**config.mk**
```make
export PLATFORM = sky130hd
export DESIGN_NAME = ts_pid_packet_filter_top_flat
export DESIGN_NICKNAME = d
export VERILOG_FILES = /design/src/rtl/tspf_pkg.sv /design/src/rtl/tspf_if.sv /design/src/rtl/ts_pid_packet_filter_top.sv /design/src/rtl/tspf_front.sv /design/src/rtl/tspf_queue.sv /design/src/rtl/tspf_back.sv /design/src/flat_wrapper.sv
export VERILOG_INCLUDE_DIRS = /design/src /design/src/rtl
export SDC_FILE = /design/constraint.sdc
export NUM_CORES = 1
export LEC_CHECK = 0
export BUFFER_PORTS_ARGS = -buffer_cell sky130_fd_sc_hd__clkbuf_2
export CORE_MARGIN = 4
export CORE_UTILIZATION = 58
export CTS_BUF_LIST = sky130_fd_sc_hd__clkbuf_4 sky130_fd_sc_hd__clkbuf_8
export DETAILED_ROUTE_END_ITERATION = 8
export PLACE_DENSITY = 0.81
export SLEW_MARGIN = 25
export SYNTH_ARGS = -nofsm -noshare
export SYNTH_HDL_FRONTEND = slang
export SYNTH_HIERARCHICAL = 1
export SYNTH_SLANG_ARGS = --single-unit
```
**constraint.sdc**
```tcl
create_clock -name clk -period 4.8 [get_ports clk]
set_input_delay 0.72 -clock clk [delete_from_list [all_inputs] [get_ports clk]]
set_output_delay 0.72 -clock clk [all_outputs]
set_load 0.01 [all_outputs]
```
**src/rtl/assert_macros.svh**
```systemverilog
// Assertion macros shared by the filter RTL.
// Included by every file that carries concurrent checks; no other dependencies.
`ifndef ASSERT_MACROS_SVH
`define ASSERT_MACROS_SVH

`ifndef SYNTHESIS

// Check prop at every rising clock edge outside reset.
`define TSPF_ASSERT_CLK(label, clk, rst_n, prop) \
    label: assert property (@(posedge clk) disable iff (!rst_n) (prop)) \
        else $error("tspf assertion failed");

// Check prop at every rising clock edge, reset included.
`define TSPF_ASSERT_ALWAYS(label, clk, prop) \
    label: assert property (@(posedge clk) (prop)) \
        else $error("tspf assertion failed");

`else

`define TSPF_ASSERT_CLK(label, clk, rst_n, prop)
`define TSPF_ASSERT_ALWAYS(label, clk, prop)

`endif

`endif

```
**src/rtl/tspf_pkg.sv**
```systemverilog
// Package of the transport-stream PID filter: widths, codes and the queue entry type.
// No dependencies; used by the interfaces and by every module.
package tspf_pkg;

    // Fixed field widths
    localparam int BYTE_W   = 8;
    localparam int OFFS_W   = 31;
    localparam int BASE_W   = 32;
    localparam int PID_W    = 13;
    localparam int PIDREG_W = 14;
    localparam int IDX_W    = 8;
    localparam int CFG_IDX_W = 4;

    // Defaults for the top-level parameters
    localparam int unsigned PACKET_BYTES_DEF = 188;
    localparam logic [BASE_W-1:0] MAX_LENGTH_DEF = 32'd2097152000;

    // Configured PID registers
    localparam int PID_COUNT = 8;
    localparam logic [PIDREG_W-1:0] PID_DISABLED = '1;

    // Stream constants
    localparam logic [BYTE_W-1:0] SYNC_BYTE = 8'h47;
    localparam logic [PID_W-1:0]  PID_PAT   = 13'h0000;
    localparam logic [PID_W-1:0]  PID_CAT   = 13'h0001;
    localparam logic [PID_W-1:0]  PID_SDT   = 13'h0011;

    // Input item kinds
    localparam logic KIND_BYTE    = 1'b0;
    localparam logic KIND_RESTART = 1'b1;

    // Depth of the queue between classifier and emitter
    localparam int QUEUE_DEPTH = 4;

    // One queued job: either the three header bytes of a kept packet or one body byte
    typedef struct packed {
        logic              triple;
        logic [BYTE_W-1:0] byte0;
        logic [BYTE_W-1:0] byte1;
        logic [BYTE_W-1:0] byte2;
        logic [OFFS_W-1:0] base;
        logic [IDX_W-1:0]  pos;
    } job_t;

    // Queue status seen by producer and consumer
    typedef struct packed {
        logic full;
        logic empty;
    } q_status_t;

endpackage

```
**src/rtl/tspf_if.sv**
```systemverilog
// Channel interfaces of the PID filter: stream input, result output, register writes.
// Depends on tspf_pkg for field widths.
interface tspf_in_if;
    logic                        valid;
    logic                        ready;
    logic                        kind;
    logic [tspf_pkg::BYTE_W-1:0] data_byte;
    logic                        sample_start;

    modport source (output valid, output kind, output data_byte, output sample_start,
                    input ready);
    modport sink   (input valid, input kind, input data_byte, input sample_start,
                    output ready);
endinterface

interface tspf_out_if;
    logic                        valid;
    logic                        ready;
    logic [tspf_pkg::BYTE_W-1:0] out_byte;
    logic [tspf_pkg::OFFS_W-1:0] file_offset;
    logic                        last_of_run;

    modport source (output valid, output out_byte, output file_offset,
                    output last_of_run, input ready);
    modport sink   (input valid, input out_byte, input file_offset,
                    input last_of_run, output ready);
endinterface

interface tspf_cfg_if;
    logic                           valid;
    logic                           ready;
    logic [tspf_pkg::CFG_IDX_W-1:0] index;
    logic [tspf_pkg::PIDREG_W-1:0]  data;

    modport source (output valid, output index, output data, input ready);
    modport sink   (input valid, input index, input data, output ready);
endinterface

```
**src/rtl/ts_pid_packet_filter_top.sv**
```systemverilog
// Top level of the transport-stream PID filter.
// Depends on tspf_pkg, tspf_if, tspf_front, tspf_queue and tspf_back.
//
// Usage:
//   in_ch  - stream beats: kind (byte or restart), data_byte, sample_start.
//   out_ch - result beats: out_byte, file_offset, last_of_run.
//   cfg    - register writes: index 0..7 selects a PID register, data is the
//            14-bit two's complement PID (negative matches nothing). Writes
//            are taken every cycle; higher indexes are ignored.
//   A stream beat is taken every cycle while the job queue has room. A kept
//   packet's third byte yields three results, every later byte one. The
//   emitter gives one result per cycle while out_ch is ready; a taken beat
//   is written into the queue at the accepting edge, then loaded into the
//   output register once that register is empty or being drained.
//   Throughput is one input byte per cycle while out_ch is ready; it is
//   bounded by the single result register, and the four-entry queue
//   absorbs the two extra header results of each kept packet.
//   Reset clears the packet position, decision, offset bases, queue and
//   output; PID registers return to -1.
//   When out_ch stalls the result is held, the queue fills, and in_ch.ready
//   falls once four jobs wait.
module ts_pid_packet_filter_top #(
    parameter int unsigned PACKET_BYTES = tspf_pkg::PACKET_BYTES_DEF,
    parameter logic [tspf_pkg::BASE_W-1:0] MAX_LENGTH = tspf_pkg::MAX_LENGTH_DEF
) (
    input  logic        clk,
    input  logic        rst_n,
    tspf_in_if.sink     in_ch,
    tspf_out_if.source  out_ch,
    tspf_cfg_if.sink    cfg
);
    import tspf_pkg::*;

    logic      push;
    logic      pop;
    job_t      job;
    job_t      head;
    q_status_t status;

    assign in_ch.ready = !status.full;
    assign cfg.ready   = 1'b1;

    // Classifier
    tspf_front #(
        .PACKET_BYTES (PACKET_BYTES),
        .MAX_LENGTH   (MAX_LENGTH)
    ) u_front (
        .clk          (clk),
        .rst_n        (rst_n),
        .accept       (in_ch.valid && in_ch.ready),
        .kind         (in_ch.kind),
        .data_byte    (in_ch.data_byte),
        .sample_start (in_ch.sample_start),
        .cfg_we       (cfg.valid && cfg.ready),
        .cfg_index    (cfg.index),
        .cfg_data     (cfg.data),
        .push         (push),
        .job          (job)
    );

    // Job queue
    tspf_queue #(
        .DEPTH (QUEUE_DEPTH)
    ) u_queue (
        .clk      (clk),
        .rst_n    (rst_n),
        .push     (push),
        .push_job (job),
        .pop      (pop),
        .head     (head),
        .status   (status)
    );

    // Emitter
    tspf_back u_back (
        .clk         (clk),
        .rst_n       (rst_n),
        .head        (head),
        .status      (status),
        .pop         (pop),
        .out_valid   (out_ch.valid),
        .out_ready   (out_ch.ready),
        .out_byte    (out_ch.out_byte),
        .file_offset (out_ch.file_offset),
        .last_of_run (out_ch.last_of_run)
    );

endmodule

```
**src/rtl/tspf_front.sv**
```systemverilog
// Classifier: packet position, header hold, PID decision, offset bases, PID registers.
// Depends on tspf_pkg; pushes jobs into tspf_queue.
`include "assert_macros.svh"

module tspf_front #(
    parameter int unsigned PACKET_BYTES = tspf_pkg::PACKET_BYTES_DEF,
    parameter logic [tspf_pkg::BASE_W-1:0] MAX_LENGTH = tspf_pkg::MAX_LENGTH_DEF
) (
    input  logic                              clk,
    input  logic                              rst_n,
    // stream beat, already qualified by the handshake
    input  logic                              accept,
    input  logic                              kind,
    input  logic [tspf_pkg::BYTE_W-1:0]       data_byte,
    input  logic                              sample_start,
    // register write beat
    input  logic                              cfg_we,
    input  logic [tspf_pkg::CFG_IDX_W-1:0]    cfg_index,
    input  logic [tspf_pkg::PIDREG_W-1:0]     cfg_data,
    // job to the queue
    output logic                              push,
    output tspf_pkg::job_t                    job
);
    import tspf_pkg::*;

    localparam logic [IDX_W:0]  LAST_IDX = (IDX_W+1)'(PACKET_BYTES - 1);
    localparam logic [BASE_W:0] MAX_EXT  = {1'b0, MAX_LENGTH};
    localparam logic [BASE_W:0] PKT_EXT  = (BASE_W+1)'(PACKET_BYTES);

    logic [PIDREG_W-1:0] pid_reg [PID_COUNT];
    logic [IDX_W-1:0]    idx_reg, idx_next;
    logic [BYTE_W-1:0]   hold0_reg, hold1_reg;
    logic                sync_reg, sync_next;
    logic                acc_reg, acc_next;
    logic [OFFS_W-1:0]   base_reg, base_next;
    logic [BASE_W-1:0]   nbase_reg, nbase_next;

    logic [IDX_W-1:0]    idx;
    logic [PID_W-1:0]    pid;
    logic                wanted;
    logic [BASE_W:0]     nb_sum;
    logic [BASE_W-1:0]   nb_wrapped;

    // PID registers
    always_ff @(posedge clk or negedge rst_n)
    begin
        if (!rst_n)
        begin
            for (int i = 0; i < PID_COUNT; i++)
            begin
                pid_reg[i] <= PID_DISABLED;
            end
        end
        else if (cfg_we && cfg_index < CFG_IDX_W'(PID_COUNT))
        begin
            pid_reg[cfg_index[$clog2(PID_COUNT)-1:0]] <= cfg_data;
        end
    end

    // Position within the packet; a sample start forces position zero
    assign idx = sample_start ? '0 : idx_reg;
    assign pid = {hold1_reg[4:0], data_byte};

    // PID match: fixed tables plus the eight registers (negative values never match)
    always_comb
    begin
        wanted = (pid == PID_PAT) || (pid == PID_CAT) || (pid == PID_SDT);
        for (int i = 0; i < PID_COUNT; i++)
        begin
            if (pid_reg[i] == {1'b0, pid})
            begin
                wanted = 1'b1;
            end
        end
    end

    // Base of the packet after this one
    assign nb_sum     = {1'b0, nbase_reg} + PKT_EXT;
    assign nb_wrapped = (nb_sum > MAX_EXT) ? '0 : nb_sum[BASE_W-1:0];

    // Per-beat state update and job build
    always_comb
    begin
        idx_next   = idx_reg;
        sync_next  = sync_reg;
        acc_next   = acc_reg;
        base_next  = base_reg;
        nbase_next = nbase_reg;
        push       = 1'b0;
        job.triple = 1'b0;
        job.byte0  = hold0_reg;
        job.byte1  = hold1_reg;
        job.byte2  = data_byte;
        job.base   = base_reg;
        job.pos    = idx;

        if (accept)
        begin
            if (kind == KIND_RESTART)
            begin
                base_next  = '0;
                nbase_next = '0;
            end
            else
            begin
                if (idx == IDX_W'(0))
                begin
                    sync_next = (data_byte == SYNC_BYTE);
                    acc_next  = 1'b0;
                end
                else if (idx == IDX_W'(2))
                begin
                    acc_next = sync_reg && wanted;
                    if (sync_reg && wanted)
                    begin
                        base_next  = nbase_reg[OFFS_W-1:0];
                        nbase_next = nb_wrapped;
                        push       = 1'b1;
                        job.triple = 1'b1;
                        job.base   = nbase_reg[OFFS_W-1:0];
                    end
                end
                else if (idx != IDX_W'(1) && acc_reg)
                begin
                    push = 1'b1;
                end

                idx_next = ({1'b0, idx} >= LAST_IDX) ? '0 : idx + IDX_W'(1);
            end
        end
    end

    // Control state
    always_ff @(posedge clk or negedge rst_n)
    begin
        if (!rst_n)
        begin
            idx_reg   <= '0;
            sync_reg  <= 1'b0;
            acc_reg   <= 1'b0;
            base_reg  <= '0;
            nbase_reg <= '0;
        end
        else
        begin
            idx_reg   <= idx_next;
            sync_reg  <= sync_next;
            acc_reg   <= acc_next;
            base_reg  <= base_next;
            nbase_reg <= nbase_next;
        end
    end

    // Held header bytes
    always_ff @(posedge clk)
    begin
        if (accept && kind == KIND_BYTE && idx == IDX_W'(0))
        begin
            hold0_reg <= data_byte;
        end
        if (accept && kind == KIND_BYTE && idx == IDX_W'(1))
        begin
            hold1_reg <= data_byte;
        end
    end

    `TSPF_ASSERT_CLK(a_idx_range, clk, rst_n, {1'b0, idx_reg} <= LAST_IDX)
    `TSPF_ASSERT_CLK(a_base_limit, clk, rst_n, {1'b0, nbase_reg} <= MAX_EXT)

endmodule

```
**src/rtl/tspf_queue.sv**
```systemverilog
// Short job queue between classifier and emitter, flip-flop storage.
// Depends on tspf_pkg for the job and status types.
`include "assert_macros.svh"

module tspf_queue #(
    parameter int DEPTH = tspf_pkg::QUEUE_DEPTH
) (
    input  logic                 clk,
    input  logic                 rst_n,
    input  logic                 push,
    input  tspf_pkg::job_t       push_job,
    input  logic                 pop,
    output tspf_pkg::job_t       head,
    output tspf_pkg::q_status_t  status
);
    import tspf_pkg::*;

    localparam int PTR_W = (DEPTH > 1) ? $clog2(DEPTH) : 1;
    localparam int CNT_W = $clog2(DEPTH + 1);

    job_t             slot_reg [DEPTH];
    logic [PTR_W-1:0] wr_reg, rd_reg;
    logic [CNT_W-1:0] cnt_reg;

    assign status.full  = (cnt_reg == CNT_W'(DEPTH));
    assign status.empty = (cnt_reg == '0);
    assign head         = slot_reg[rd_reg];

    // Storage
    always_ff @(posedge clk)
    begin
        if (push)
        begin
            slot_reg[wr_reg] <= push_job;
        end
    end

    // Pointers and fill count
    always_ff @(posedge clk or negedge rst_n)
    begin
        if (!rst_n)
        begin
            wr_reg  <= '0;
            rd_reg  <= '0;
            cnt_reg <= '0;
        end
        else
        begin
            if (push)
            begin
                wr_reg <= (wr_reg == PTR_W'(DEPTH - 1)) ? '0 : wr_reg + PTR_W'(1);
            end
            if (pop)
            begin
                rd_reg <= (rd_reg == PTR_W'(DEPTH - 1)) ? '0 : rd_reg + PTR_W'(1);
            end
            if (push && !pop)
            begin
                cnt_reg <= cnt_reg + CNT_W'(1);
            end
            else if (pop && !push)
            begin
                cnt_reg <= cnt_reg - CNT_W'(1);
            end
        end
    end

    `TSPF_ASSERT_CLK(a_no_overflow, clk, rst_n, push |-> !status.full)
    `TSPF_ASSERT_CLK(a_no_underflow, clk, rst_n, pop |-> !status.empty)

endmodule

```
**src/rtl/tspf_back.sv**
```systemverilog
// Emitter: expands queued jobs into result beats through one output register.
// Depends on tspf_pkg; reads the head of tspf_queue.
`include "assert_macros.svh"

module tspf_back (
    input  logic                           clk,
    input  logic                           rst_n,
    input  tspf_pkg::job_t                 head,
    input  tspf_pkg::q_status_t            status,
    output logic                           pop,
    output logic                           out_valid,
    input  logic                           out_ready,
    output logic [tspf_pkg::BYTE_W-1:0]    out_byte,
    output logic [tspf_pkg::OFFS_W-1:0]    file_offset,
    output logic                           last_of_run
);
    import tspf_pkg::*;

    logic [1:0]        step_reg, step_next;
    logic              valid_reg, valid_next;
    logic [BYTE_W-1:0] byte_reg, byte_next;
    logic [OFFS_W-1:0] offs_reg, offs_next;
    logic              last_reg, last_next;
    logic              load;
    logic [IDX_W-1:0]  pos;

    // Output register may take a new beat when empty or being drained
    assign load = !valid_reg || out_ready;

    always_comb
    begin
        step_next  = step_reg;
        valid_next = valid_reg && !out_ready;
        byte_next  = byte_reg;
        offs_next  = offs_reg;
        last_next  = last_reg;
        pop        = 1'b0;
        pos        = head.triple ? IDX_W'(step_reg) : head.pos;

        if (load && !status.empty)
        begin
            pop        = !head.triple || step_reg == 2'd2;
            valid_next = 1'b1;
            last_next  = pop;
            offs_next  = head.base + OFFS_W'(pos);
            step_next  = pop ? 2'd0 : step_reg + 2'd1;
            case (step_reg)
                2'd0:    byte_next = head.triple ? head.byte0 : head.byte2;
                2'd1:    byte_next = head.byte1;
                default: byte_next = head.byte2;
            endcase
        end
    end

    // Control state
    always_ff @(posedge clk or negedge rst_n)
    begin
        if (!rst_n)
        begin
            step_reg  <= '0;
            valid_reg <= 1'b0;
        end
        else
        begin
            step_reg  <= step_next;
            valid_reg <= valid_next;
        end
    end

    // Result payload
    always_ff @(posedge clk)
    begin
        byte_reg <= byte_next;
        offs_reg <= offs_next;
        last_reg <= last_next;
    end

    assign out_valid   = valid_reg;
    assign out_byte    = byte_reg;
    assign file_offset = offs_reg;
    assign last_of_run = last_reg;

    `TSPF_ASSERT_ALWAYS(a_step_range, clk, step_reg != 2'd3)
    `TSPF_ASSERT_CLK(a_step_has_job, clk, rst_n, (step_reg != 2'd0) |-> !status.empty)

endmodule

```
**src/flat_wrapper.sv**
```systemverilog
// flat-port wrapper written by rule: the top's interface ports become plain ports
module ts_pid_packet_filter_top_flat import tspf_pkg::*;
#(
    parameter int unsigned PACKET_BYTES = tspf_pkg::PACKET_BYTES_DEF,
    parameter logic [tspf_pkg::BASE_W-1:0] MAX_LENGTH = tspf_pkg::MAX_LENGTH_DEF
)
  (clk, rst_n, in_ch_valid, in_ch_kind, in_ch_data_byte, in_ch_sample_start, in_ch_ready, out_ch_valid, out_ch_out_byte, out_ch_file_offset, out_ch_last_of_run, out_ch_ready, cfg_valid, cfg_index, cfg_data, cfg_ready);
  tspf_in_if in_ch_i ();
  tspf_out_if out_ch_i ();
  tspf_cfg_if cfg_i ();
  input  logic clk;
  input  logic rst_n;
  input wire logic [$bits(in_ch_i.valid)-1:0] in_ch_valid;
  input wire logic [$bits(in_ch_i.kind)-1:0] in_ch_kind;
  input wire logic [$bits(in_ch_i.data_byte)-1:0] in_ch_data_byte;
  input wire logic [$bits(in_ch_i.sample_start)-1:0] in_ch_sample_start;
  output wire logic [$bits(in_ch_i.ready)-1:0] in_ch_ready;
  output wire logic [$bits(out_ch_i.valid)-1:0] out_ch_valid;
  output wire logic [$bits(out_ch_i.out_byte)-1:0] out_ch_out_byte;
  output wire logic [$bits(out_ch_i.file_offset)-1:0] out_ch_file_offset;
  output wire logic [$bits(out_ch_i.last_of_run)-1:0] out_ch_last_of_run;
  input wire logic [$bits(out_ch_i.ready)-1:0] out_ch_ready;
  input wire logic [$bits(cfg_i.valid)-1:0] cfg_valid;
  input wire logic [$bits(cfg_i.index)-1:0] cfg_index;
  input wire logic [$bits(cfg_i.data)-1:0] cfg_data;
  output wire logic [$bits(cfg_i.ready)-1:0] cfg_ready;
  assign in_ch_i.valid = in_ch_valid;
  assign in_ch_i.kind = in_ch_kind;
  assign in_ch_i.data_byte = in_ch_data_byte;
  assign in_ch_i.sample_start = in_ch_sample_start;
  assign in_ch_ready = in_ch_i.ready;
  assign out_ch_valid = out_ch_i.valid;
  assign out_ch_out_byte = out_ch_i.out_byte;
  assign out_ch_file_offset = out_ch_i.file_offset;
  assign out_ch_last_of_run = out_ch_i.last_of_run;
  assign out_ch_i.ready = out_ch_ready;
  assign cfg_i.valid = cfg_valid;
  assign cfg_i.index = cfg_index;
  assign cfg_i.data = cfg_data;
  assign cfg_ready = cfg_i.ready;
  ts_pid_packet_filter_top #(.PACKET_BYTES(PACKET_BYTES), .MAX_LENGTH(MAX_LENGTH)) u_core (.clk(clk), .rst_n(rst_n), .in_ch(in_ch_i), .out_ch(out_ch_i), .cfg(cfg_i));
endmodule
```
# Word-level counts from Yosys, hierarchy flattened
# Memory sizes are Yosys's and may differ from the RTL's.
# Index checks and enable logic that the tools add are counted.
[totals]
out_inout_bits = 43
elab_cells = 142
ram_bits = 256
inputBits = 33
ff_bits = 251
n_memories = 1
[mem_list]
columns = ["name", "words", "word_bits", "rd", "rd_ports_with_merged_regs", "write_ports", "line_no", "source"]
rows = [
  ["u_core.u_queue.slot_reg", 4, 64, 1, 0, 1, "tspf_queue.sv:21", "job_t slot_reg [DEPTH];"],
]
[classes]
mux = 48
n_lt_le_gt_ge = 5
n_reduce_logical = 35
n_bitwise = 2
n_addsub = 8
eq_ne = 20
[ops]
columns = ["cell", "n"]
rows = [
  ["$mux 31", 6],
  ["$mux 32", 5],
  ["$bwmux 112", 1],
  ["$eq 14x13->1", 8],
  ["$demux 14 s3", 1],
  ["$add 32x8->33 const B", 1],
  ["$gt 33x31->1 const B", 1],
  ["$mux 8", 4],
  ["$add 31x8->31", 1],
  ["$mux 1", 24],
  ["$pmux 8 s2", 1],
  ["$mux 14", 1],
  ["$eq 13x1->1 const B", 1],
  ["$eq 13x5->1 const B", 1],
  ["$logic_not 13->1", 1],
  ["$logic_and 1x1->1", 12],
  ["$add 8x1->8 const B", 1],
  ["$eq 8x1->1 const B", 1],
  ["$eq 8x2->1 const B", 1],
  ["$eq 8x7->1 const B", 1],
  ["$ge 8x8->1 const B", 1],
  ["$logic_not 8->1", 1],
  ["$ne 8x1->1 const B", 1],
  ["$reduce_bool 2->1", 4],
  ["other kinds (21)", 38],
]

# Logic depth before layout (Yosys ltp)
# Gate-level depths: netlist of run 1.
[depth]
ltp_word = 21
mapped_depth = 16
mapped_depth_nobuf = 13

# By module
# Netlist of run 1, hierarchy kept.
[modules_own_cells]
columns = ["module", "seq_area_each_um2", "instances", "cells_each", "area_per_inst_um2"]
rows = [
  ["tspf_front", 5200.0, 1, 1039, 10956.8],
  ["tspf_queue", 7862.5, 1, 371, 9645.5],
  ["tspf_back", 1276.2, 1, 206, 2439.8],
  ["ts_pid_packet_filter_top", 0.0, 1, 4, 21.3],
]

# Worst setup path after synthesis of run 1
# OpenSTA, ideal clock, no wires.
[synth_timing]
path_kind = "input port to flip-flop"
start = "in in_ch_data_byte[1]"
end = "mem u_core/u_queue/slot_reg[0][0] (netlist bit) (enable)"
cell_stages = 10
n_path_buf = 3
required_time_ns = 4.371
arrival_ns = 4.421
path_slack_ns = -0.050
setup_ns = 0.429
path_cell_list = "clkbuf_1 > xor2_1 > nor4_1 > nand2_1 > o41ai_1 > o31ai_1 > buf_2 > clkbuf_1 > a21oi_1 > and2_1"
[synth_via]
elab_chain_cells = 19
elab_cells_between_ends = 29
cone_classes = "eq/ne: 10; mux: 15; reduce/logical: 4"
[synth_lines]
columns = ["item", "line_no", "source"]
rows = [
  ["start: declaration", "flat_wrapper.sv:15", "input wire logic [$bits(in_ch_i.data_byte)-1:0] in_ch_data_byte;"],
  ["$eq 13x1->1 / $logic_not 13->1 (equally long branches)", "tspf_front.sv:67", "wanted = (pid == PID_PAT) || (pid == PID_CAT) || (pid == PID_SDT);"],
  ["$logic_or 1x1->1 (2 in a row)", "tspf_front.sv:67", ""],
  ["$mux 1 (7 in a row)", "tspf_front.sv:70", "if (pid_reg[i] == {1'b0, pid})"],
  ["$mux 1 *", "tspf_front.sv:70", ""],
  ["$logic_and 1x1->1 *", "tspf_front.sv:114", "if (sync_reg && wanted)"],
  ["$mux 1 *", "tspf_front.sv:114", ""],
  ["$mux 1 *", "tspf_front.sv:111", "else if (idx == IDX_W'(2))"],
  ["$mux 1 *", "tspf_front.sv:106", "if (idx == IDX_W'(0))"],
  ["$mux 1 *", "tspf_front.sv:99", "if (kind == KIND_RESTART)"],
  ["$mux 1 *", "tspf_front.sv:97", "if (accept)"],
  ["via u_core.push", "ts_pid_packet_filter_top.sv:34", "logic push;"],
  ["$mux 1 *", "tspf_queue.sv:32", "if (push)"],
  ["$mux 1 (not written as such) *", "tspf_queue.sv:34", "slot_reg[wr_reg] <= push_job;"],
  ["end: declaration", "tspf_queue.sv:21", ""],
]
# The timed path passes the listed nets; every way through them passes the cells marked *.

# Worst setup path in the final report of run 1
[layout_timing]
start = "reg u_core.u_front.nbase_reg[8]"
end = "reg u_core.u_front.nbase_reg[29]"
[layout_via]
elab_chain_cells = 7
[layout_lines]
columns = ["item", "line_no", "source"]
rows = [
  ["start: declaration", "tspf_front.sv:36", "logic [BASE_W-1:0] nbase_reg, nbase_next;"],
  ["start signal: assignment", "tspf_front.sv:150", "nbase_reg <= nbase_next;"],
  ["$add 32x8->33 *", "tspf_front.sv:78", "assign nb_sum = {1'b0, nbase_reg} + PKT_EXT;"],
  ["$gt 33x31->1", "tspf_front.sv:79", "assign nb_wrapped = (nb_sum > MAX_EXT) ? '0 : nb_sum[BASE_W-1:0];"],
  ["$mux 32 *", "tspf_front.sv:79", ""],
  ["$mux 32 *", "tspf_front.sv:114", ""],
  ["$mux 32 *", "tspf_front.sv:111", ""],
  ["$mux 32 *", "tspf_front.sv:106", ""],
  ["$mux 32 *", "tspf_front.sv:99", ""],
]
# Mark *: on every way between the ends. The rest lies on a longest branch, timed or not. The select of a mux whose other input is x is not followed.
# A chain may end at the register's enable or synchronous reset.

==> results of run 1 <==
-- routing by layer --
metal | GRT usage (%) | vias up | wire, um
li1 | - | 6191 | -
met1 | 32.8 | 6846 | 20900
met3 | 5.06 | 84 | 3900
met5 | 0 | - | 25
met2 | 34.5 | 562 | 22700
met4 | 6.48 | 4 | 915
-- cell families after synthesis --
logic type / after synthesis
AO/OA/AOI/OAI: 195
XOR/XNOR: 142
adder cells (fa/ha/maj): 25
buffers and inverters: 153
flip-flops: 505
multiplexers: 214
other: 1
AND/OR/NAND/NOR: 385
-- layout by cell type (no fill, tap or decap), drive strengths merged, types with 22 or more instances in the layout --
master	count
ha	23
inv	52
nand3	32
nand2	133
mux4	64
edfxtp	312
o21ai	57
dfrtp	81
mux2	126
xnor2	34
nor4	36
clkbuf	203
mux2i	24
o22ai	29
nand4	27
o211ai	31
dfstp	112
a21oi	22
nor2	55
buf	22
xor2	108
-- cells in the mapped netlist, types with 23 or more instances --
cell and n:
sky130_fd_sc_hd__o211ai_1 24, sky130_fd_sc_hd__nand3_1 32, sky130_fd_sc_hd__o22ai_1 29, sky130_fd_sc_hd__o21ai_0 52, sky130_fd_sc_hd__nand2_1 133, sky130_fd_sc_hd__clkbuf_1 52, sky130_fd_sc_hd__nand4_1 26, sky130_fd_sc_hd__buf_2 25
sky130_fd_sc_hd__xor2_1 108, sky130_fd_sc_hd__dfstp_2 112, sky130_fd_sc_hd__edfxtp_1 312, sky130_fd_sc_hd__inv_1 49, sky130_fd_sc_hd__nor2_1 54, sky130_fd_sc_hd__nor4_1 34, sky130_fd_sc_hd__ha_1 23, sky130_fd_sc_hd__mux2_2 126
sky130_fd_sc_hd__xnor2_1 34, sky130_fd_sc_hd__mux4_2 64, sky130_fd_sc_hd__dfrtp_1 81, sky130_fd_sc_hd__mux2i_1 24
-- power breakdown --
part / internal (mW) / switching [mW] / leakage (nW)
clock: 2.15 / 1.63 / 0.906
sequential: 5.00 / 0.178 / 5.10
combinational: 0.300 / 0.323 / 3.39
total: 7.45 / 2.13 / 9.40
-- worst max-delay path, cell delays in order (launching register included) --
cell	delay, ns
sky130_fd_sc_hd__dfrtp_1	0.62
sky130_fd_sc_hd__nand4_4	0.18
sky130_fd_sc_hd__nor4_4	0.66
sky130_fd_sc_hd__nand3_1	0.26
sky130_fd_sc_hd__and2_1	0.22
sky130_fd_sc_hd__or4b_2	0.71
sky130_fd_sc_hd__nor4_4	0.67
sky130_fd_sc_hd__buf_4	0.37
sky130_fd_sc_hd__o21ai_0	0.14
sky130_fd_sc_hd__o21ai_0	0.17
-- metrics by stage --
stage	utilization (%)	hold slack [ns]	instance area [um^2]
final	65.5	0.137	25600
after CTS	65.5	0.183	25600
after global routing	65.5	0.190	25600
after floorplan	-	0.424	23100
after global placement	61.1	0.455	23800
after detailed placement	61.1	0.461	23800
-- worst max path at each step --
stage | start | end | slack (ns)
2_1_floorplan | out_ch_ready | u_core/u_queue/cnt_reg[1] | 0.48
3_3_place_gp | in_ch_data_byte[0] | u_core/u_queue/cnt_reg[2] | 0.76
3_5_place_dp | in_ch_data_byte[0] | u_core/u_queue/slot_reg[2][52] | 0.65
4_1_cts | u_core/u_front/nbase_reg[2] | u_core/u_front/nbase_reg[29] | 0.80
5_1_grt | u_core/u_front/nbase_reg[2] | u_core/u_front/nbase_reg[29] | 0.48
6_report | u_core/u_front/nbase_reg[8] | u_core/u_front/nbase_reg[29] | 0.71
-- final cells by class --
cell class              count  area [um^2]
multi-input cells         962         8050
clock inverters            15          119
inverters                  49          184
repair buffers             96          619
well taps                 518          648
flip-flops and latches    505        14300
fillers                  2585        13500
clock buffers             129         1590
==> flow_metrics.py, run 1 <==
metrics = {
    "outcome": {
        "status": "complete, no violations",
    },
    "logic_synthesis": {
        "dominant_combinational_cell_family_by_area_after_synthesis": "multiplexers",
        "async_reset_ff_share_pct": 38.2,
        "synthDistinctLibCells": 72,
        "syn-cell-area_mm2": 0.0231,
        "post_synthesis_cells": 1620,
        "synth-edff-count": 312,
        "yosys.area_share.xor_xnor_pct": 5.39,
        "synth_sequential_area_ratio_pct": 62.2,
        "per_instance_average_area_after_synthesis_um2": 14.2,
        "synth_mux_area_share_pct": 13.4,
        "register_bit_total_from_synthesis": 505,
        "mappedNetlistNets": 1678,
        "synth-warning-count": 6,
        "postSynth.topFlopCell": "sky130_fd_sc_hd__edfxtp_1",
        "synth-compound-area-share_pct": 5.80,
        "synthSimpleGateAreaFrac_pct": 8.60,
        "synth_top_area_share_pct": 40.6,
        "synth_area_leaders": "sky130_fd_sc_hd__edfxtp_1 (41%), sky130_fd_sc_hd__dfstp_2 (13%), sky130_fd_sc_hd__dfrtp_1 (8.8%)",
        "yosysTopAreaCell": "sky130_fd_sc_hd__edfxtp_1",
        "synth_adder_area_share_pct": 1.42,
    },
    "clocking": {
        "cts.hold.buffers_added": 0,
        "tritoncts.num_buffers": 81,
        "cts_repair_resize_count": 0,
        "clk_transition_reported_paths_ns": 0.06,
        "cts_post_setup_buffers_inserted": 0,
        "clkLatencyLatePin_ns": 0.64,
        "clockBufferDepth": 3,
        "clock_sinks": 505,
        "buffer_cell_driving_the_clock_tree_root": "sky130_fd_sc_hd__clkbuf_8",
        "h-tree-depth": 3,
        "cts_tree": "yes",
    },
    "floorplanning": {
        "die-height_um": 207,
        "floorplan.initialDensity_pct": 59.1,
        "core-area_mm2": 0.0390,
        "placement_rows": 72,
        "floorplan.die.width_um": 207,
        "i_o_pin_total": 76,
        "design.die.area_mm2": 0.0430,
    },
    "setup_path": {
        "path_max_fanout": 17,
        "crit-reg2reg-launch": "u_core/u_front/nbase_reg[8]",
        "critPathCaptureType": "flip-flop",
        "critical_path_arrival_ns": 4.63,
        "reg2reg_setup_slack_ns": 0.71,
        "worst_r2r_endpoint": "u_core/u_front/nbase_reg[29]",
        "count_of_cells_along_the_worst_register_to_register_path": 9,
        "critical_path.startpoint_type": "flip-flop",
        "worstPathRequired_ns": 5.34,
        "worst-setup-path-type": "flip-flop to flip-flop",
    },
    "timing": {
        "layout_min_cycle_time_ns": 4.09,
        "finalHoldViolCount": 0,
        "fin_skew_ns": 0.0226,
        "tightest_slew_ns": 1.04,
        "setup_ws_ns": 0.713,
        "setup_viol": 0,
        "achievable-frequency_mhz": 245,
        "maxSlewViolCount": 0,
        "slew-limit-headroom_pct": 30.6,
        "fin_setup_tns_ns": 0,
        "final_min_period_over_clock_period_pct": 85.1,
        "rsz0062_at_grt": "false",
    },
    "place": {
        "last_weighted_congestion_value_of_the_routability_driven_placer": 0.884,
        "pre_cts_slack_ns": 0.648,
        "numPortBuffers": 74,
        "placed_cells_incl_taps": 2130,
        "dp_hpwl_mm": 30.7,
    },
    "power_and_ir_drop": {
        "leakage_nw": 9.40,
        "vdd_ir_drop_max_v": 0.000311,
        "power_density_mw_per_mm2": 375,
        "power.total_mw": 9.58,
    },
    "routing": {
        "wirelength_mm": 48.4,
        "route.vias.total": 13687,
        "drt_iter0_markers": 1450,
        "post-route-drc-count": 0,
        "avgViaCountPerCell": 6.02,
        "avgRoutedWirePerCell_um": 21.3,
        "detail-route-antenna-nets": 0,
        "drt_pass1_iterations": 5,
    },
    "layout": {
        "largest_register_ffs": 256,
        "n_antenna_cell": 0,
        "instances_no_fill": 2274,
        "drive_gt1_share_pct": 33.0,
        "syn2layout_area_growth_pct": 10.8,
        "finish.net_count": 1753,
    },
    "grt": {
        "antenna_found_initial": 2,
        "grt_start_max_net_pins": 109,
        "total_routing_resource_utilization_after_global_routing_pct": 22.4,
        "global_route.overflow_total": 0,
        "vias_in_the_first_global_route": 13653,
        "grt_pass1_wl_mm": 77.3,
    },
    "min_path": {
        "worstHoldPathType": "primary input to asynchronous set/reset pin",
    },
    "run": {
        "max-cap-violations": 0,
    },
}
(Power assumes the default switching activity.)
==> run 2, diff against run 1 <==
Settings changed: CORE_MARGIN 4 to not set.
Clock period 4.8 ns to 3.48 ns, I/O delays scaled along.
==> run 2 against run 1 <==
Effect of this change: via count rose by 3.0%; setup slack got worse by 0.60 ns; register-to-register slack got worse by 0.60 ns; power increased by 38%; critical endpoint is now u_core/u_queue/cnt_reg[2]; critical path type unchanged.
==> flow_metrics.py, run 2 (synthesis gave the netlist of run 1 again) <==
metrics = {
    "floorplanning": {
        "design.die.area_mm2": 0.0406,
        "floorplan.die.width_um": 201,
        "i_o_pin_total": 76,
        "floorplan.initialDensity_pct": 59.3,
        "core-area_mm2": 0.0389,
        "placement_rows": 72,
        "die-height_um": 201,
    },
    "setup_path": {
        "worst-setup-path-type": "flip-flop to flip-flop",
        "critPathCaptureType": "flip-flop",
        "count_of_cells_along_the_worst_register_to_register_path": 13,
        "critical_path_arrival_ns": 3.91,
        "path_max_fanout": 8,
        "critical_path.startpoint_type": "flip-flop",
        "worstPathRequired_ns": 4.03,
    },
    "timing": {
        "fin_skew_ns": 0.0286,
        "finalHoldViolCount": 0,
        "setup_viol": 0,
        "final_min_period_over_clock_period_pct": 96.6,
        "tightest_slew_ns": 0.772,
        "maxSlewViolCount": 0,
        "fin_setup_tns_ns": 0,
        "achievable-frequency_mhz": 297,
        "layout_min_cycle_time_ns": 3.36,
        "slew-limit-headroom_pct": 48.4,
        "hold-worst-slack_ns": 0.0853,
        "rsz0062_at_grt": "true",
    },
    "outcome": {
        "status": "complete, no violations",
    },
    "routing": {
        "avgRoutedWirePerCell_um": 21.7,
        "drt_iter0_markers": 1365,
        "avgViaCountPerCell": 6.00,
        "detail-route-antenna-nets": 0,
        "drt_pass1_iterations": 8,
        "route.vias.total": 14103,
        "post-route-drc-count": 0,
        "wirelength_mm": 51.1,
    },
    "power_and_ir_drop": {
        "leakage_nw": 9.80,
        "power_density_mw_per_mm2": 505,
        "vdd_ir_drop_max_v": 0.000419,
    },
    "layout": {
        "area_of_the_multi_input_gates_mm2": 0.00806,
        "mostFrequentLayoutCells": "sky130_fd_sc_hd__edfxtp_1 (312), sky130_fd_sc_hd__nand2_1 (132), sky130_fd_sc_hd__mux2_2 (126), sky130_fd_sc_hd__dfstp_2 (112), sky130_fd_sc_hd__xor2_1 (108)",
        "n_fill_cell": 2599,
        "syn2layout_area_growth_pct": 13.9,
        "largest_register_ffs": 256,
        "layout.cells.most_common": "sky130_fd_sc_hd__edfxtp_1",
        "finish.net_count": 1825,
        "finish.utilization_pct": 67.5,
        "area_used_by_sequential_logic_in_the_layout_mm2": 0.0143,
        "drive_gt1_share_pct": 35.5,
        "instances_no_fill": 2352,
    },
    "grt": {
        "vias_in_the_first_global_route": 14431,
        "global_route.overflow_total": 0,
        "total_routing_resource_utilization_after_global_routing_pct": 25.9,
        "antenna_found_initial": 1,
        "grt_start_max_net_pins": 117,
        "grt_pass1_wl_mm": 80.5,
    },
    "clocking": {
        "clkLatencyLatePin_ns": 0.65,
        "clk_transition_reported_paths_ns": 0.07,
        "tritoncts.num_buffers": 80,
        "cts_tree": "yes",
        "clock_sinks": 505,
        "clockBufferDepth": 3,
        "buffer_cell_driving_the_clock_tree_root": "sky130_fd_sc_hd__clkbuf_8",
        "h-tree-depth": 3,
    },
    "place": {
        "numPortBuffers": 74,
        "dp_hpwl_mm": 32.4,
        "last_weighted_congestion_value_of_the_routability_driven_placer": 0.911,
        "placed_cells_incl_taps": 2200,
    },
    "min_path": {
        "count_of_cells_along_the_worst_hold_path": 2,
        "worstHoldPathType": "primary input to flip-flop",
    },
    "run": {
        "max-cap-violations": 0,
    },
}
run 2: routing by layer:
layer / track usage (%) / wire length, um / up-vias
li1: - / - / 6357
met1: 36.1 / 21800 / 7098
met2: 40.4 / 24400 / 556
met3: 5.00 / 3530 / 92
met4: 10.1 / 1330 / 0
met5: 0 / 0 / -
run 2: final timing paths:
| kind | start | to | slack [ns] |
|---|---|---|---|
| min reg2reg | u_core/u_front/base_reg[0] | u_core/u_front/base_reg[0] | 0.47 |
| min in group asynchronous | rst_n | u_core/u_front/nbase_reg[13] | 0.38 |
| max in group asynchronous | rst_n | u_core/u_front/pid_reg[72] | 2.16 |
| min | out_ch_ready | u_core/u_back/out_valid | 0.09 |
| max | u_core/u_front/hold1_reg[2] | u_core/u_queue/cnt_reg[2] | 0.12 |
| max reg2reg | u_core/u_front/hold1_reg[2] | u_core/u_queue/cnt_reg[2] | 0.12 |
run 2: final cells by class:
| cell class | instances | area share (%) |
|---|---|---|
| inverter | 49 | 0.700 |
| clock buffer | 123 | 5.52 |
| sequential | 505 | 54.6 |
| multi-input combinational | 962 | 30.7 |
| clock inverter | 25 | 0.920 |
| antenna | 1 | 0.00953 |
| timing repair buffer | 169 | 5.07 |
| tap | 518 | 2.47 |
run 2: report_power, final:
part	leakage, nW	total [mW]	switching (mW)	internal (mW)
Clock	0.896	5.28	2.31	2.97
Combinational	3.81	0.865	0.432	0.433
Sequential	5.10	7.12	0.225	6.89
Total	9.80	13.3	2.97	10.3
run 2: worst max-delay path: stages, from the launching register on:
cell                       delay [ns]
sky130_fd_sc_hd__edfxtp_1        0.61
sky130_fd_sc_hd__buf_12          0.24
sky130_fd_sc_hd__xor2_1          0.16
sky130_fd_sc_hd__nor4_1          0.44
sky130_fd_sc_hd__nand4_1         0.25
sky130_fd_sc_hd__nand4_1         0.23
sky130_fd_sc_hd__o31ai_4         0.09
sky130_fd_sc_hd__a21oi_4         0.17
sky130_fd_sc_hd__ha_1            0.19
sky130_fd_sc_hd__inv_1           0.06
sky130_fd_sc_hd__fa_1            0.38
sky130_fd_sc_hd__xor2_1          0.15
sky130_fd_sc_hd__nor2_1          0.11
sky130_fd_sc_hd__xor2_1          0.20
run 2: per-stage QoR:
| stage | power, mW | area (um^2) | setup WS (ns) |
|---|---|---|---|
| 2_1_floorplan | 7.78 | 23100 | 0.0183 |
| 3_3_place_gp | 8.03 | 24500 | 0.110 |
| 3_5_place_dp | 8.08 | 24500 | 0.133 |
| 4_1_cts | 13.4 | 26200 | 0.130 |
| 5_1_grt | 13.7 | 26300 | -0.0287 |
| 6_report | 13.3 | 26300 | 0.117 |
run 2: timing repair:
| item | 4_1_cts | 5_1_grt |
|---|---|---|
| gates resized for setup | 0 | 1 |
| endpoints found under the setup margin | 0 | 27 |
| hold endpoints to repair | 45 | 0 |
| hold buffers | 1 | 0 |
| buffers inserted | 0 | 2 |
